--- src/rtl/anxb_pkg.sv ---
// Shared types and constants for the Annex B start-code NAL scanner.
// No dependencies; used by the scan core, the top level and the testbench.
package anxb_pkg;

  typedef enum logic [1:0] {
    CLS_SPS   = 2'd0,
    CLS_PPS   = 2'd1,
    CLS_APS   = 2'd2,
    CLS_OTHER = 2'd3
  } anxb_class_t;

  localparam logic MODE_H264 = 1'b0;
  localparam logic MODE_HEVC = 1'b1;

  localparam logic [5:0] H264_TYPE_SPS = 6'h07;
  localparam logic [5:0] HEVC_TYPE_SPS = 6'h21;
  localparam logic [5:0] HEVC_TYPE_PPS = 6'h22;
  localparam logic [5:0] HEVC_TYPE_APS = 6'd20;

  localparam logic [7:0]  MAX_UNITS = 8'd32;
  localparam logic [16:0] COUNT_MAX = 17'h1FFFF;

  typedef struct packed {
    anxb_class_t nal_class;
    logic [5:0]  nal_type;
    logic [15:0] nal_length;
    logic        length_saturated;
    logic [7:0]  class_index;
    logic        is_final;
  } anxb_unit_t;

endpackage

--- src/rtl/anxb_if.sv ---
// Valid/ready channel interfaces: stream bytes in, closed NAL unit reports out.
// Depends on nothing; field widths follow anxb_pkg::anxb_unit_t.
interface anxb_byte_if;
  logic       valid;
  logic       ready;
  logic [7:0] stream_byte;
  logic       end_of_stream;

  modport source (output valid, output stream_byte, output end_of_stream, input ready);
  modport sink (input valid, input stream_byte, input end_of_stream, output ready);
endinterface

interface anxb_unit_if;
  logic        valid;
  logic        ready;
  logic [1:0]  nal_class;
  logic [5:0]  nal_type;
  logic [15:0] nal_length;
  logic        length_saturated;
  logic [7:0]  class_index;
  logic        is_final;

  modport source (output valid, output nal_class, output nal_type, output nal_length,
                  output length_saturated, output class_index, output is_final,
                  input ready);
  modport sink (input valid, input nal_class, input nal_type, input nal_length,
                input length_saturated, input class_index, input is_final,
                output ready);
endinterface

--- src/rtl/anxb_scan_core.sv ---
// Per-beat scanner state: start-code detection, header decode, length and class counts.
// Depends on anxb_pkg. State advances on step; result is combinational for that beat.
module anxb_scan_core (
  input  logic                clk,
  input  logic                rst,
  input  logic                codec_mode,
  input  logic                step,
  input  logic [7:0]          stream_byte,
  input  logic                end_of_stream,
  output logic                res_valid,
  output anxb_pkg::anxb_unit_t res
);

  logic [1:0]            zero_run, zero_run_next;
  logic                  in_unit, in_unit_next;
  logic                  header_pending, header_pending_next;
  logic [5:0]            current_type, current_type_next;
  anxb_pkg::anxb_class_t current_class, current_class_next;
  logic [16:0]           byte_count, byte_count_next;
  logic [7:0]            class_counts [0:2];
  logic [7:0]            class_counts_next [0:2];
  logic [7:0]            unit_total, unit_total_next;
  logic                  unit_tracked, unit_tracked_next;

  logic [5:0]            dec_type;
  anxb_pkg::anxb_class_t dec_class;
  logic                  emit_req;
  logic                  clear_req;
  anxb_pkg::anxb_class_t emit_class;
  logic [5:0]            emit_type;
  logic [16:0]           emit_len;
  logic [7:0]            emit_idx;

  always_comb begin
    if (codec_mode == anxb_pkg::MODE_HEVC) begin
      dec_type = stream_byte[6:1];
      if (dec_type == anxb_pkg::HEVC_TYPE_SPS) begin
        dec_class = anxb_pkg::CLS_SPS;
      end else if (dec_type == anxb_pkg::HEVC_TYPE_PPS) begin
        dec_class = anxb_pkg::CLS_PPS;
      end else if (dec_type == anxb_pkg::HEVC_TYPE_APS) begin
        dec_class = anxb_pkg::CLS_APS;
      end else begin
        dec_class = anxb_pkg::CLS_OTHER;
      end
    end else begin
      dec_type  = {1'b0, stream_byte[4:0]};
      dec_class = (dec_type == anxb_pkg::H264_TYPE_SPS) ? anxb_pkg::CLS_SPS
                                                        : anxb_pkg::CLS_PPS;
    end
  end

  always_comb begin
    zero_run_next       = zero_run;
    in_unit_next        = in_unit;
    header_pending_next = header_pending;
    current_type_next   = current_type;
    current_class_next  = current_class;
    byte_count_next     = byte_count;
    class_counts_next   = class_counts;
    unit_total_next     = unit_total;
    unit_tracked_next   = unit_tracked;
    emit_req            = 1'b0;
    clear_req           = 1'b0;
    emit_class          = current_class;
    emit_type           = current_type;
    emit_len            = '0;
    emit_idx            = '0;

    if (header_pending) begin
      current_type_next   = dec_type;
      current_class_next  = dec_class;
      header_pending_next = 1'b0;
      byte_count_next     = 17'd1;
      zero_run_next       = 2'd0;
      emit_class          = dec_class;
      emit_type           = dec_type;
      emit_len            = 17'd1;
      emit_req            = end_of_stream;
      clear_req           = end_of_stream;
    end else if (zero_run == 2'd2 && stream_byte == 8'h01) begin
      // start code complete: close the open unit, open a new one
      emit_req          = in_unit;
      emit_len          = (byte_count >= 17'd2) ? byte_count - 17'd2 : '0;
      unit_tracked_next = unit_total < anxb_pkg::MAX_UNITS;
      if (unit_total != 8'hFF) begin
        unit_total_next = unit_total + 8'd1;
      end
      in_unit_next        = 1'b1;
      header_pending_next = 1'b1;
      zero_run_next       = 2'd0;
      byte_count_next     = '0;
      clear_req           = end_of_stream;
    end else begin
      if (stream_byte == 8'h00) begin
        if (zero_run != 2'd2) begin
          zero_run_next = zero_run + 2'd1;
        end
      end else begin
        zero_run_next = 2'd0;
      end
      if (in_unit && byte_count != anxb_pkg::COUNT_MAX) begin
        byte_count_next = byte_count + 17'd1;
      end
      emit_len  = byte_count_next;
      emit_req  = end_of_stream && in_unit;
      clear_req = end_of_stream;
    end

    res_valid = emit_req && unit_tracked;
    if (emit_class != anxb_pkg::CLS_OTHER) begin
      emit_idx = class_counts[emit_class];
      if (res_valid && emit_idx != 8'hFF) begin
        class_counts_next[emit_class] = emit_idx + 8'd1;
      end
    end

    res.nal_class        = emit_class;
    res.nal_type         = emit_type;
    res.nal_length       = emit_len[16] ? 16'hFFFF : emit_len[15:0];
    res.length_saturated = emit_len[16];
    res.class_index      = emit_idx;
    res.is_final         = end_of_stream;

    if (clear_req) begin
      zero_run_next        = 2'd0;
      in_unit_next         = 1'b0;
      header_pending_next  = 1'b0;
      current_type_next    = '0;
      current_class_next   = anxb_pkg::CLS_SPS;
      byte_count_next      = '0;
      class_counts_next[0] = '0;
      class_counts_next[1] = '0;
      class_counts_next[2] = '0;
      unit_total_next      = '0;
      unit_tracked_next    = 1'b0;
    end
  end

  always_ff @(posedge clk) begin
    if (rst) begin
      zero_run        <= 2'd0;
      in_unit         <= 1'b0;
      header_pending  <= 1'b0;
      current_type    <= '0;
      current_class   <= anxb_pkg::CLS_SPS;
      byte_count      <= '0;
      class_counts[0] <= '0;
      class_counts[1] <= '0;
      class_counts[2] <= '0;
      unit_total      <= '0;
      unit_tracked    <= 1'b0;
    end else if (step) begin
      zero_run       <= zero_run_next;
      in_unit        <= in_unit_next;
      header_pending <= header_pending_next;
      current_type   <= current_type_next;
      current_class  <= current_class_next;
      byte_count     <= byte_count_next;
      class_counts   <= class_counts_next;
      unit_total     <= unit_total_next;
      unit_tracked   <= unit_tracked_next;
    end
  end

endmodule

--- src/rtl/annexb_start_code_nal_scanner.sv ---
// Annex B start-code NAL scanner, top level: input beat register, scan core, result register.
// A result passes from the input beat register through the scan core into the result register.
// Throughput: one byte per cycle unless a result waits; then only an empty s1 takes a byte.
// Reset (rst, synchronous): clears pipeline valids, codec_mode (H.264) and all scan state.
// Depends on anxb_pkg, anxb_if.sv and anxb_scan_core.
module annexb_start_code_nal_scanner (
  input  logic        clk,
  input  logic        rst,
  input  logic        cfg_wr_en,
  input  logic        cfg_wr_data,
  anxb_byte_if.sink   bytes,
  anxb_unit_if.source units
);

  logic                 codec_mode;
  logic                 s1_valid;
  logic [7:0]           s1_byte;
  logic                 s1_eos;
  logic                 out_free;
  logic                 s1_go;
  logic                 res_valid;
  anxb_pkg::anxb_unit_t res;
  logic                 out_valid;
  anxb_pkg::anxb_unit_t out_unit;

  assign out_free    = !out_valid || units.ready;
  assign s1_go       = s1_valid && out_free;
  assign bytes.ready = !s1_valid || out_free;

  always_ff @(posedge clk) begin
    if (rst) begin
      codec_mode <= anxb_pkg::MODE_H264;
    end else if (cfg_wr_en) begin
      codec_mode <= cfg_wr_data;
    end
  end

  always_ff @(posedge clk) begin
    if (rst) begin
      s1_valid <= 1'b0;
    end else if (bytes.valid && bytes.ready) begin
      s1_valid <= 1'b1;
    end else if (s1_go) begin
      s1_valid <= 1'b0;
    end
    if (bytes.valid && bytes.ready) begin
      s1_byte <= bytes.stream_byte;
      s1_eos  <= bytes.end_of_stream;
    end
  end

  anxb_scan_core u_core (
    .clk           (clk),
    .rst           (rst),
    .codec_mode    (codec_mode),
    .step          (s1_go),
    .stream_byte   (s1_byte),
    .end_of_stream (s1_eos),
    .res_valid     (res_valid),
    .res           (res)
  );

  always_ff @(posedge clk) begin
    if (rst) begin
      out_valid <= 1'b0;
    end else if (s1_go && res_valid) begin
      out_valid <= 1'b1;
    end else if (units.ready) begin
      out_valid <= 1'b0;
    end
    if (s1_go && res_valid) begin
      out_unit <= res;
    end
  end

  assign units.valid            = out_valid;
  assign units.nal_class        = out_unit.nal_class;
  assign units.nal_type         = out_unit.nal_type;
  assign units.nal_length       = out_unit.nal_length;
  assign units.length_saturated = out_unit.length_saturated;
  assign units.class_index      = out_unit.class_index;
  assign units.is_final         = out_unit.is_final;

  a_out_from_pipe: assert property (@(posedge clk) disable iff (rst)
    $rose(out_valid) |-> $past(s1_valid))
    else $error("result beat without a byte in the input register");

  a_other_index: assert property (@(posedge clk) disable iff (rst)
    out_valid && out_unit.nal_class == anxb_pkg::CLS_OTHER |-> out_unit.class_index == 8'd0)
    else $error("unclassified unit carries a class index");

  a_sat_length: assert property (@(posedge clk) disable iff (rst)
    out_valid && out_unit.length_saturated |-> out_unit.nal_length == 16'hFFFF)
    else $error("saturated length not at maximum");

  a_h264_class: assert property (@(posedge clk) disable iff (rst)
    out_valid && codec_mode == anxb_pkg::MODE_H264
      |-> out_unit.nal_class == anxb_pkg::CLS_SPS || out_unit.nal_class == anxb_pkg::CLS_PPS)
    else $error("H.264 unit reported with HEVC-only class");

endmodule

--- src/flat_wrapper.sv ---
// flat-port wrapper written by rule: the top's interface ports become plain ports
module annexb_start_code_nal_scanner_flat 
  (clk, rst, cfg_wr_en, cfg_wr_data, bytes_valid, bytes_stream_byte, bytes_end_of_stream, bytes_ready, units_valid, units_nal_class, units_nal_type, units_nal_length, units_length_saturated, units_class_index, units_is_final, units_ready);
  anxb_byte_if bytes_i ();
  anxb_unit_if units_i ();
  input  logic clk;
  input  logic rst;
  input  logic cfg_wr_en;
  input  logic cfg_wr_data;
  input wire logic [$bits(bytes_i.valid)-1:0] bytes_valid;
  input wire logic [$bits(bytes_i.stream_byte)-1:0] bytes_stream_byte;
  input wire logic [$bits(bytes_i.end_of_stream)-1:0] bytes_end_of_stream;
  output wire logic [$bits(bytes_i.ready)-1:0] bytes_ready;
  output wire logic [$bits(units_i.valid)-1:0] units_valid;
  output wire logic [$bits(units_i.nal_class)-1:0] units_nal_class;
  output wire logic [$bits(units_i.nal_type)-1:0] units_nal_type;
  output wire logic [$bits(units_i.nal_length)-1:0] units_nal_length;
  output wire logic [$bits(units_i.length_saturated)-1:0] units_length_saturated;
  output wire logic [$bits(units_i.class_index)-1:0] units_class_index;
  output wire logic [$bits(units_i.is_final)-1:0] units_is_final;
  input wire logic [$bits(units_i.ready)-1:0] units_ready;
  assign bytes_i.valid = bytes_valid;
  assign bytes_i.stream_byte = bytes_stream_byte;
  assign bytes_i.end_of_stream = bytes_end_of_stream;
  assign bytes_ready = bytes_i.ready;
  assign units_valid = units_i.valid;
  assign units_nal_class = units_i.nal_class;
  assign units_nal_type = units_i.nal_type;
  assign units_nal_length = units_i.nal_length;
  assign units_length_saturated = units_i.length_saturated;
  assign units_class_index = units_i.class_index;
  assign units_is_final = units_i.is_final;
  assign units_i.ready = units_ready;
  annexb_start_code_nal_scanner u_core (.clk(clk), .rst(rst), .cfg_wr_en(cfg_wr_en), .cfg_wr_data(cfg_wr_data), .bytes(bytes_i), .units(units_i));
endmodule
--- config.mk ---
export PLATFORM = sky130hd
export DESIGN_NAME = annexb_start_code_nal_scanner_flat
export DESIGN_NICKNAME = d
export VERILOG_FILES = /design/src/rtl/anxb_pkg.sv /design/src/rtl/anxb_if.sv /design/src/rtl/anxb_scan_core.sv /design/src/rtl/annexb_start_code_nal_scanner.sv /design/src/flat_wrapper.sv
export SDC_FILE = /design/constraint.sdc
export NUM_CORES = 1
export LEC_CHECK = 0
export ABC_AREA = 1
export BUFFER_PORTS_ARGS = -buffer_cell sky130_fd_sc_hd__buf_2
export CORE_MARGIN = 4
export CORE_UTILIZATION = 50
export CTS_CLUSTER_SIZE = 14
export DETAILED_ROUTE_END_ITERATION = 8
export PLACE_DENSITY = 0.71
export SKIP_LAST_GASP = 1
export SLEW_MARGIN = 0
export SYNTH_ARGS = -nofsm -noshare
export SYNTH_HDL_FRONTEND = slang
export SYNTH_HIERARCHICAL = 1
export SYNTH_SLANG_ARGS = --single-unit
--- constraint.sdc ---
create_clock -name clk -period 8.4 [get_ports clk]
set_clock_uncertainty 0.05 [all_clocks]
set_input_delay 0.42 -clock clk [delete_from_list [all_inputs] [get_ports clk]]
set_output_delay 0.42 -clock clk [all_outputs]
set_load 0.005 [all_outputs]
======== Word-level counts from Yosys, hierarchy flattened ========
Index checks and enable logic that the tools add are counted.
operators by class
  add/sub/neg operators ................... 5
  $lt $le $gt $ge ......................... 4
  equal/unequal tests ..................... 13
  mux-type cells .......................... 50
  bitwise gates (word level) .............. 1
  reduce and logical (&&, ||, !) cells .... 25
operators by type and width
  operator                                                                              number
  17-bit 2-to-1 mux                                                                     7
  24-bit 2-to-1 mux                                                                     3
  8-bit 2-to-1 mux                                                                      7
  24-bit bitwise mux                                                                    1
  2-bit 2-to-1 mux                                                                      10
  6-bit 2-to-1 mux                                                                      3
  17-bit by 1-bit adder with 17-bit output, second input constant                       1
  17-bit by 2-bit greater-or-equal comparator with 1-bit output, second input constant  1
  1-bit 2-to-1 mux                                                                      17
  17-bit != test, second input constant                                                 1
  17-bit by 2-bit subtractor with 17-bit output, second input constant                  1
  8-bit by 1-bit adder with 8-bit output, second input constant                         2
  8-bit binary-select mux with 2-bit select                                             1
  8-bit demux with 2-bit select                                                         1
  8-bit != test, second input constant                                                  2
  6-bit equality test, second input constant                                            2
  2-bit nonzero test                                                                    6
  1-bit logical AND                                                                     9
  8-bit by 1-bit equality test with 1-bit output, second input constant                 1
  8-bit zero test                                                                       1
  8-bit by 6-bit < comparator with 1-bit output, second input constant                  1
  6-bit by 5-bit equality test with 1-bit output, second input constant                 1
  3-bit AND reduction                                                                   2
  5-bit by 3-bit equality test with 1-bit output, second input constant                 1
  other kinds (13)                                                                      16
word-level totals
  register bits after elaboration ......... 108
  input bits .............................. 15
  output and inout bits ................... 36
  word-level logic and storage cells ...... 121

======== Logic depth before layout (Yosys ltp) ========
Gate-level depths: netlist (run 1).
  depth in word-level cells ............... 15
  gate-level depth with buffers ........... 19
  gate-level depth less buffers ........... 18

======== Modules after synthesis ========
Netlist (run 1), hierarchy kept.
modules (own cells, without submodules)
  module                         instances  cells an instance  area an instance (um2)  seq. area each (um2)
  anxb_scan_core                 1          693                4,247.8                 1,241.2
  annexb_start_code_nal_scanner  1          65                 1,433.9                 1,351.3

======== Worst setup path after synthesis (run 1) ========
No wires, ideal clock.
  path type ............................... reg2reg
  start point ............................. register u_core.s1_byte[1]
  end point ............................... register u_core.out_unit, in the netlist u_core/units.class_index[0] (enable)
  setup time .............................. 0.425 ns
  data arrival time ....................... 2.610 ns
  data required time ...................... 7.925 ns
  setup slack ............................. 5.315 ns
  stages on the path, launching flop included .. 10
  buffers on the path ..................... 0
  clock period less this slack ............ 3.085 ns
  cells stage by stage .................... edfxtp_1 > inv_2 > nand2_1 > nor2_1 > nand3_1 > o21ai_1 > o211ai_1 > inv_1 > inv_1 > nor2_1
between the ends
  cells in the longest elaborated chain, start to end .. 6
RTL lines
  item                                            line                                 RTL
  from (decl)                                     annexb_start_code_nal_scanner.sv:17  logic [7:0] s1_byte;
  from (signal assigned)                          annexb_start_code_nal_scanner.sv:47  s1_byte <= bytes.stream_byte;
  8-bit by 1-bit equality test with 1-bit output  anxb_scan_core.sv:81                 end else if (zero_run == 2'd2 && stream_byte == 8'h01) begin
  1-bit logical AND                               anxb_scan_core.sv:81
  1-bit 2-to-1 mux                                anxb_scan_core.sv:81
  1-bit 2-to-1 mux                                anxb_scan_core.sv:70                 if (header_pending) begin
  1-bit logical AND                               anxb_scan_core.sv:110                res_valid = emit_req && unit_tracked;
  net u_core.res_valid                            annexb_start_code_nal_scanner.sv:21  logic res_valid;
  1-bit logical AND                               annexb_start_code_nal_scanner.sv:71  if (s1_go && res_valid) begin
  to (signal assigned)                            annexb_start_code_nal_scanner.sv:72  out_unit <= res;
  to (decl)                                       annexb_start_code_nal_scanner.sv:24  anxb_pkg::anxb_unit_t out_unit;
The timed path passes the listed nets, and every way through them passes these cells.
A chain may end at the register's enable or synchronous reset.

==> flow_summary.ini, run 1 <==
[outcome]
status = finished, final reports clean

[drt]
postRouteAntennaNets = 0
wl_um = 13760
vias_per_cell = 5.467
drtIter0Drc = 541
vias = 5128
drc_errors = 0
wl_per_cell_um = 14.67
first_pass_iters = 5

[worst_hold_path]
whs_path_depth = 1
worstHoldPathType = in2reg
hold_start = bytes_end_of_stream
min_to = u_core/s1_eos

[setup_path]
worstSetupPathType = reg2reg
crit_path_max_fanout = 20
worstSetupStartpointType = register
reg2reg_to = u_core/u_core/class_counts[13]
r2r_setup_slack_ns = 4.01
cp-end-kind = register
cp_slowest_cell = dfxtp_1
arrival_ns = 4.61
cp_cell_sequence = clkinv_1 > nand2_1 > nand2_4 > o21ai_0 > nand3_1 > inv_1 > ha_1 > nand3_2 > o21bai_4 > nand2_2 > nand2_1 > nand2_1 > a21oi_1
cp_common_cell = nand2_1
r2r_start = u_core/u_core/header_pending
cp_num_buf_inv = 2
cpLargestDelayFamily = simple AND/OR/NAND/NOR gates
max_stage_delay_ns = 0.77
critPathRequiredTime_ns = 8.62
ff2ff_path_depth = 13

[grt]
grt_pass1_vias = 4741
grt_start_max_net_pins = 56
grt_usage_pct = 22.12
grt_pass1_wl_um = 22980
grt_overflow = 0
antenna_found_initial = 0

[place]
gp_congestion = 1.008
dpl.hpwl_um = 9848
preCtsSetupSlack_ns = 4.148
io_buffers = 50

[floorplanning]
fp.dieH_um = 114.6
dieArea_mm2 = 0.01313
die_width_um = 114.6
fp-row-count = 38
io-pin-count = 51
initial_core_util_pct = 51.73
core_mm2 = 0.01098

[clock_tree]
post_cts_resized = 0
cts_sinks = 108
cts_hold_buf = 0
clockRootBuffer = clkbuf_16
clk_latency_ns = 0.36
postCtsSetupBuffers = 0
clockBufferDepth = 2
cts_buffers = 9
cts_tree = yes
htree_levels = 3
clkTransAtPathRegs_ns = 0.07

[power_and_ir_drop]
pwr_density_cell_mw_per_mm2 = 162.4
pwr-share-clk_pct = 43.4
intPower_uw = 802.2
p_sw_share_pct = 21.66
p_leak_uw = 0.002571
pwr-share-seq_pct = 53.8
combinationalPowerShare_pct = 2.8
ir_drop_v = 0.0001385
power.switching_uw = 221.8

[yosys]
async_reset_ff_share_pct = 0
synth_seq_cells = 108
syn_avg_cell_area_um2 = 7.496
synthXorXnorAreaFrac_pct = 2.775
synthMuxAreaShare_pct = 0
synth_compound_area_share_pct = 11.80
synth_top_family_by_area = simple AND/OR/NAND/NOR gates
synth-warning-count = 6
synth_area_leader_cell = dfxtp_1
synth_top_area_share_pct = 22.90
synth.cell_area_mm2 = 0.005682
synth_edf_count = 43
netlist_top_cells_area = dfxtp_1 (23%), edfxtp_1 (23%), nand2_1 (13%)
synth_flop_cell = dfxtp_1
synthAdderAreaFrac_pct = 1.762
syn_inst = 758
yosys.area_share.simple_pct = 29.62
synth_cell_types = 40
syn-num-nets = 781
synth.yosys.seq_area_share_pct = 45.63

[finish]
final_cell_mix = nand2_1 (197), inv_1 (85), nor2_1 (72), a21oi_1 (70), dfxtp_1 (65)
drive_above_1_share_pct = 11.28
antenna_cells = 0
layout_commonest_cell = nand2_1
syn_to_final_growth_pct = 10.99
nets = 816

[sta]
rsz0062_at_grt = false
setup_ws_ns = 4.011
tightest_slew_ns = 1.086
finalHoldViolCount = 0
maxSlewViolCount = 0
setup_tns_ns = 0
fmax_ghz = 0.2278
fin_crit_ns = 4.389
slew_headroom_pct = 27.46
post-route-period-util_pct = 52.25
setup_violations = 0

[run]
cap_violations = 0
-- registers in the layout, indices dropped and copies added, names as in the netlist, 2 cells and up --
name / flops
u_core/u_core/class_counts: 24
u_core/u_core/unit_total: 8
u_core/units.nal_type: 6
u_core/u_core/byte_count: 17
u_core/units.class_index: 8
u_core/u_core/current_type: 6
u_core/u_core/current_class: 2
u_core/u_core/zero_run: 2
u_core/units.nal_length: 16
u_core/units.nal_class: 2
u_core/s1_byte: 8
-- worst register-to-register path: stages, from the launching register on --
cell and delay (ns):
dfxtp_1 0.77, clkinv_1 0.71, nand2_1 0.70, nand2_4 0.21, o21ai_0 0.20, nand3_1 0.23
inv_1 0.11, ha_1 0.27, nand3_2 0.15, o21bai_4 0.19, nand2_2 0.18, nand2_1 0.28
nand2_1 0.10, a21oi_1 0.16
-- metrics by stage --
step	instance area, µm²	total power, µW	std cells	hold slack (ns)	util (%)
after floorplan	5682	581.6	758	0.3857	-
after global placement	5983	590.8	922	0.3981	54.48
after detailed placement	5983	591.9	922	0.4031	54.48
after CTS	6306	1037	938	0.1735	57.42
after global routing	6306	1062	938	0.1722	57.42
final	6306	1024	938	0.1879	57.42
-- cells in the mapped netlist (4+ instances only) --
| library cell | count |
|---|---|
| nand3_2 | 7 |
| nor2_1 | 73 |
| clkbuf_1 | 18 |
| nand2_1 | 197 |
| xor2_1 | 17 |
| inv_1 | 85 |
| nand3_1 | 50 |
| ha_1 | 8 |
| o21ai_1 | 4 |
| dfxtp_1 | 65 |
| o21ai_0 | 34 |
| edfxtp_1 | 43 |
| nand4_1 | 20 |
| nor3_1 | 21 |
| a21oi_1 | 70 |
-- cell type report --
cell class | instances | area [µm²]
Multi-Input combinational cell | 533 | 2619
Clock inverter | 4 | 33.78
Timing Repair Buffer | 51 | 257.7
Tap cell | 140 | 175.2
Inverter | 90 | 339.1
Clock buffer | 12 | 289.0
Fill cell | 1028 | 4677
Sequential cell | 108 | 2592
-- power groups by stage --
stage | sequential [µW] | clock [µW] | combinational [µW]
after floorplan | 561 | 0 | 20.8
after global placement | 563 | 0 | 28.0
after detailed placement | 563 | 0 | 28.9
after CTS | 551 | 457 | 29.0
after global routing | 552 | 477 | 32.9
final | 551 | 444 | 28.7
-- how the worst max path moves through the flow --
stage	slack, ns	cells after the start	from	endpoint
after detailed placement	4.15	13	u_core/u_core/header_pending	u_core/u_core/class_counts[13]
final	4.01	13	u_core/u_core/header_pending	u_core/u_core/class_counts[13]
after global placement	4.39	13	u_core/u_core/header_pending	u_core/u_core/class_counts[13]
after global routing	3.69	13	u_core/u_core/header_pending	u_core/u_core/class_counts[13]
after CTS	4.13	13	u_core/u_core/header_pending	u_core/u_core/class_counts[13]
after floorplan	5.31	9	u_core/s1_byte[1]	u_core/units.class_index[0]
-- layer usage --
metal	share of wire [%]	vias to the layer above	global-route usage, %
met5	0	-	0
met4	1.9	0	7.284
met3	6.4	23	5.127
met2	45	164	34.58
met1	46	2381	30.31
li1	-	2560	-
-- logic make-up (layout without fill, tap and decap cells) --
family                     count (synthesis)  after routing
AOI/OAI and AO/OA                        123            123
xor gates and xnor gates                  18             18
adders and majority gates                  8              8
buffers and inverters                    117            157
DFF                                      108            108
and+or+nand+nor                          384            384
(Power assumes the default switching activity.)
==> run 2: changes to the inputs <==
- clock period: 8.4 -> 4.36 ns (I/O delays scaled with it)
==> run 2 against run 1 <==
Non-clock buffer count is 13 higher. Routed wire length is 0.19% higher. Final cell count is 1.4% higher. Fmax is 17% higher. Combinational power is 120% higher. Via count is 1.4% higher. Die area stayed put. First-iteration DRC count is 9.1% lower. Clock power is 77% higher. Global-route usage is 0.069 points lower.
==> flow_summary.ini, run 2 (synthesis results as in run 1) <==
[drt]
vias = 5199
wl_per_cell_um = 14.50
wl_um = 13790
drc_errors = 0
vias_per_cell = 5.467
first_pass_iters = 7
postRouteAntennaNets = 0
drtIter0Drc = 492

[floorplanning]
die_width_um = 114.6
fp.dieH_um = 114.6
io-pin-count = 51
fp-row-count = 38
core_mm2 = 0.01098
dieArea_mm2 = 0.01313
initial_core_util_pct = 51.73

[power_and_ir_drop]
p_leak_uw = 0.002601
pwr_density_cell_mw_per_mm2 = 298.7
ir_drop_v = 0.0003982

[sta]
setup_violations = 0
finalHoldViolCount = 0
tightest_slew_ns = 1.016
post-route-period-util_pct = 85.98
fmax_ghz = 0.2668
fin_crit_ns = 3.749
maxSlewViolCount = 0
setup_tns_ns = 0
slew_headroom_pct = 32.14
rsz0062_at_grt = false

[place]
gp_congestion = 0.9867
io_buffers = 50
post_dp_cell_area_mm2 = 0.006006
dpl.hpwl_um = 9904
dp.cells = 925

[setup_path]
cp_slowest_cell = dfxtp_1
worstSetupStartpointType = register
max_stage_delay_ns = 0.80
critPathRequiredTime_ns = 4.59
cp_common_cell = nand2_1
cp-end-kind = register
worstSetupPathType = reg2reg
arrival_ns = 3.98
r2r_setup_slack_ns = 0.61
ff2ff_path_depth = 15
cp_cell_sequence = nand2_1 > clkinv_1 > nand3_1 > nand2_1 > clkinv_2 > nand3b_1 > nand3_1 > inv_1 > ha_1 > nand3_2 > o21bai_4 > nand2_2 > nand2_1 > nand2_1 > a21oi_1
r2r_start = u_core/u_core/header_pending
crit_path_max_fanout = 20
reg2reg_to = u_core/u_core/class_counts[10]
startpoint = u_core/u_core/header_pending

[finish]
antenna_cells = 0
nets = 829
final_cell_mix = nand2_1 (197), inv_1 (85), nor2_1 (72), a21oi_1 (70), dfxtp_1 (65)
drive_above_1_share_pct = 11.10
largest_reg_flops = 24
largest-register = u_core/u_core/class_counts
layout_commonest_cell = nand2_1
fin_area_mm2 = 0.006392
syn_to_final_growth_pct = 12.51
final_cells = 951

[clock_tree]
htree_levels = 3
cts_buffers = 9
clkTransAtPathRegs_ns = 0.07
cts_sinks = 108
clockRootBuffer = clkbuf_16
clockBufferDepth = 2
post_cts_resized = 0
clk_latency_ns = 0.35
postCtsSetupBuffers = 0
cts_tree = yes

[grt]
grt_start_max_net_pins = 56
grt_usage_pct = 22.05
grt_pass1_vias = 4882
grt_overflow = 0
grt_pass1_wl_um = 23130
antenna_found_initial = 0

[outcome]
status = finished, final reports clean

[worst_hold_path]
min_to = u_core/codec_mode
hold_start = cfg_wr_data
worstHoldPathType = in2reg
whs_path_depth = 3

[run]
cap_violations = 0
## run 2: worst max-delay path by stage
| stage | slack, ns | cells after the start | to |
|---|---|---|---|
| 4_1_cts | 0.67 | 15 | u_core/u_core/class_counts[10] |
| 5_1_grt | 0.26 | 15 | u_core/u_core/class_counts[11] |
| 2_1_floorplan | 1.27 | 9 | u_core/units.class_index[0] |
| 3_5_place_dp | 0.70 | 15 | u_core/u_core/class_counts[10] |
| 6_report | 0.61 | 15 | u_core/u_core/class_counts[10] |
| 3_3_place_gp | 1.0 | 16 | u_core/u_core/class_counts[7] |
## run 2: metrics by stage
stage                     total power [µW]  hold WS, ns  util [%]  worst slack, ns
after floorplan                       1120       0.2371         -            1.275
after global placement                1139       0.3458     54.68           0.9966
after detailed placement              1140       0.3462     54.68           0.7018
after CTS                             1933      0.03768     58.20           0.6692
after global routing                  1982      0.06408     58.20           0.2619
final                                 1909      0.04604     58.20           0.6112
## run 2: what timing repair did
action,CTS,global route
endpoints found under the hold margin,10,0
hold buffers,10,0
endpoints found under the setup margin,0,0
## run 2: critical path: cells and delay by family (launching register included)
kind            cells  cell delay (ns)
simple gates        9             1.70
compound gates      2             0.35
fa+ha+maj           1             0.26
buf+inv             3             0.52
flops               1             0.80
## run 2: final cells by class
| cell class | count | area (µm²) |
|---|---|---|
| well taps | 140 | 175.2 |
| inverters | 90 | 339.1 |
| clock buffers | 12 | 257.7 |
| fillers | 1019 | 4591 |
| repair buffers | 64 | 380.4 |
| flip-flops and latches | 108 | 2592 |
| multi-input cells | 533 | 2619 |
| clock inverters | 4 | 28.78 |
## run 2: power by group
group,total [µW],switching (µW),internal [µW]
sequential,1060,9.71,1050
clock,785,360,425
combinational,62.5,41.5,21.1
total,1910,411,1500
## run 2: per-layer routing
layer	part of all wire [%]	GRT usage, %	wire [µm]
met1	45	29.29	6252
met2	46	35.66	6409
met3	6.9	6.184	950
met4	1.3	5.384	173
met5	0	0	0
==> run 3: changes to the inputs <==
- HOLD_SLACK_MARGIN: unset -> 0.06
==> run 3 against run 2 <==
Sequential power barely moved. Highest routed layer unchanged. Sequential share of layout area fell by 0.063 points. Utilization rose by 0.091 points. Power rose by 0.14%. Fmax fell by 0.31%. Critical path depth did not move. Worst setup slack got worse by 0.012 ns. Sequential cell count did not move. Via count rose by 0.17%. Global-route usage barely moved. Clock power barely moved. Largest cell class unchanged.
==> flow_summary.ini, run 3 (synthesis results as in run 1) <==
[outcome]
status = finished, final reports clean

[clock_tree]
htree_levels = 3
post_cts_resized = 0
cts_sinks = 108
cts_tree = yes
cts_hold_buf = 11
clk_latency_ns = 0.36
clockBufferDepth = 2
postCtsSetupBuffers = 0
clkTransAtPathRegs_ns = 0.07
cts_buffers = 9
clockRootBuffer = clkbuf_16

[floorplanning]
fp.dieH_um = 114.6
fp-row-count = 38
die_width_um = 114.6
core_mm2 = 0.01098
dieArea_mm2 = 0.01313
io-pin-count = 51
initial_core_util_pct = 51.73

[drt]
drtIter0Drc = 554
wl_um = 13830
vias = 5208
first_pass_iters = 5
vias_per_cell = 5.471
postRouteAntennaNets = 0
wl_per_cell_um = 14.53
drc_errors = 0

[finish]
final_cell_mix = nand2_1 (197), inv_1 (85), nor2_1 (72), a21oi_1 (70), dfxtp_1 (65)
antenna_cells = 0
multi_input_area_mm2 = 0.002619
drive_above_1_share_pct = 11.08
syn_to_final_growth_pct = 12.68
fillers = 1015
largest_reg_flops = 24
layout_commonest_cell = nand2_1
nets = 830
seq_area_mm2 = 0.002592
largest-register = u_core/u_core/class_counts

[power_and_ir_drop]
combinationalPowerShare_pct = 3.3
pwr-share-seq_pct = 55.5
power.switching_uw = 413.4
intPower_uw = 1499
pwr_density_cell_mw_per_mm2 = 298.7
p_leak_uw = 0.002607
p_sw_share_pct = 21.62
ir_drop_v = 0.0004005
pwr-share-clk_pct = 41.2

[place]
preCtsSetupSlack_ns = 0.7018
io_buffers = 50
dpl.hpwl_um = 9904
gp_congestion = 0.9867

[sta]
rsz0062_at_grt = false
setup_ws_ns = 0.5995
slew_headroom_pct = 32.43
setup_violations = 0
maxSlewViolCount = 0
finalHoldViolCount = 0
post-route-period-util_pct = 86.25
fin_crit_ns = 3.760
setup_tns_ns = 0
fmax_ghz = 0.2659
tightest_slew_ns = 1.011

[grt]
antenna_found_initial = 0
grt_pass1_vias = 4872
grt_overflow = 0
grt_start_max_net_pins = 56
grt_usage_pct = 22.03
grt_pass1_wl_um = 23120

[worst_hold_path]
worstHoldPathType = in2reg

[setup_path]
crit_path_max_fanout = 20
critPathRequiredTime_ns = 4.59
arrival_ns = 3.99
cp-end-kind = register
worstSetupPathType = reg2reg
worstSetupStartpointType = register

[run]
cap_violations = 0
==> run 3: cell types whose count changed in the layout (fill, tap and decap cells not counted), sizes merged <==
| cell | previous run | this run |
|---|---|---|
| dlygate4sd3 | 10 | 11 |
==> run 3: area by class of cell <==
cell class | count | share of cell area (%)
Multi-Input combinational cell | 533 | 40.90
Clock inverter | 4 | 0.4495
Timing Repair Buffer | 65 | 6.097
Clock buffer | 12 | 4.026
Inverter | 90 | 5.296
Tap cell | 140 | 2.736
Sequential cell | 108 | 40.49
==> run 3: path summary, 6_finish.rpt <==
kind	startpoint	cells after the start	endpoint	slack, ns
setup / recovery	u_core/u_core/header_pending	15	u_core/u_core/class_counts[10]	0.60
hold / removal	bytes_valid	3	u_core/s1_valid	0.07
setup reg to reg	u_core/u_core/header_pending	15	u_core/u_core/class_counts[10]	0.60
hold reg to reg	u_core/u_core/unit_tracked	2	u_core/u_core/unit_tracked	0.41
==> run 3: metal layers <==
layer  GRT usage (%)  up-vias  wire (µm)
li1                -     2595          -
met1           29.29     2411       6232
met2           35.58      174       6414
met3           6.184       28        972
met4           5.384        0        208
met5               0        -          0
==> run 3: critical path: stages (launching register included) <==
cell and delay [ns]:
dfxtp_1 0.78, nand2_1 0.20, clkinv_1 0.08, nand3_1 0.10, nand2_1 0.30, clkinv_2 0.32, nand3b_1 0.17, nand3_1 0.24
inv_1 0.12, ha_1 0.26, nand3_2 0.14, o21bai_4 0.20, nand2_2 0.19, nand2_1 0.26, nand2_1 0.10, a21oi_1 0.16
==> run 3: stage by stage <==
stage | instances | hold WS (ns) | power (µW) | instance area (µm²) | utilization, %
detailed placement | 925 | 0.3462 | 1140 | 6006 | 54.68
finish | 952 | 0.07170 | 1912 | 6402 | 58.29
global route | 952 | 0.07145 | 1982 | 6402 | 58.29
CTS | 952 | 0.06067 | 1934 | 6402 | 58.29
floorplan | 758 | 0.2371 | 1120 | 5682 | -
global placement | 925 | 0.3458 | 1139 | 6006 | 54.68
==> run 3: power by group through the flow <==
stage                     Sequential [µW]  Clock [µW]  Combinational (µW)
final                                1060         787                63.4
after global placement               1080           0                54.5
after detailed placement             1080           0                55.5
after global routing                 1060         848                71.9
after floorplan                      1080           0                40.1
after CTS                            1060         809                63.3
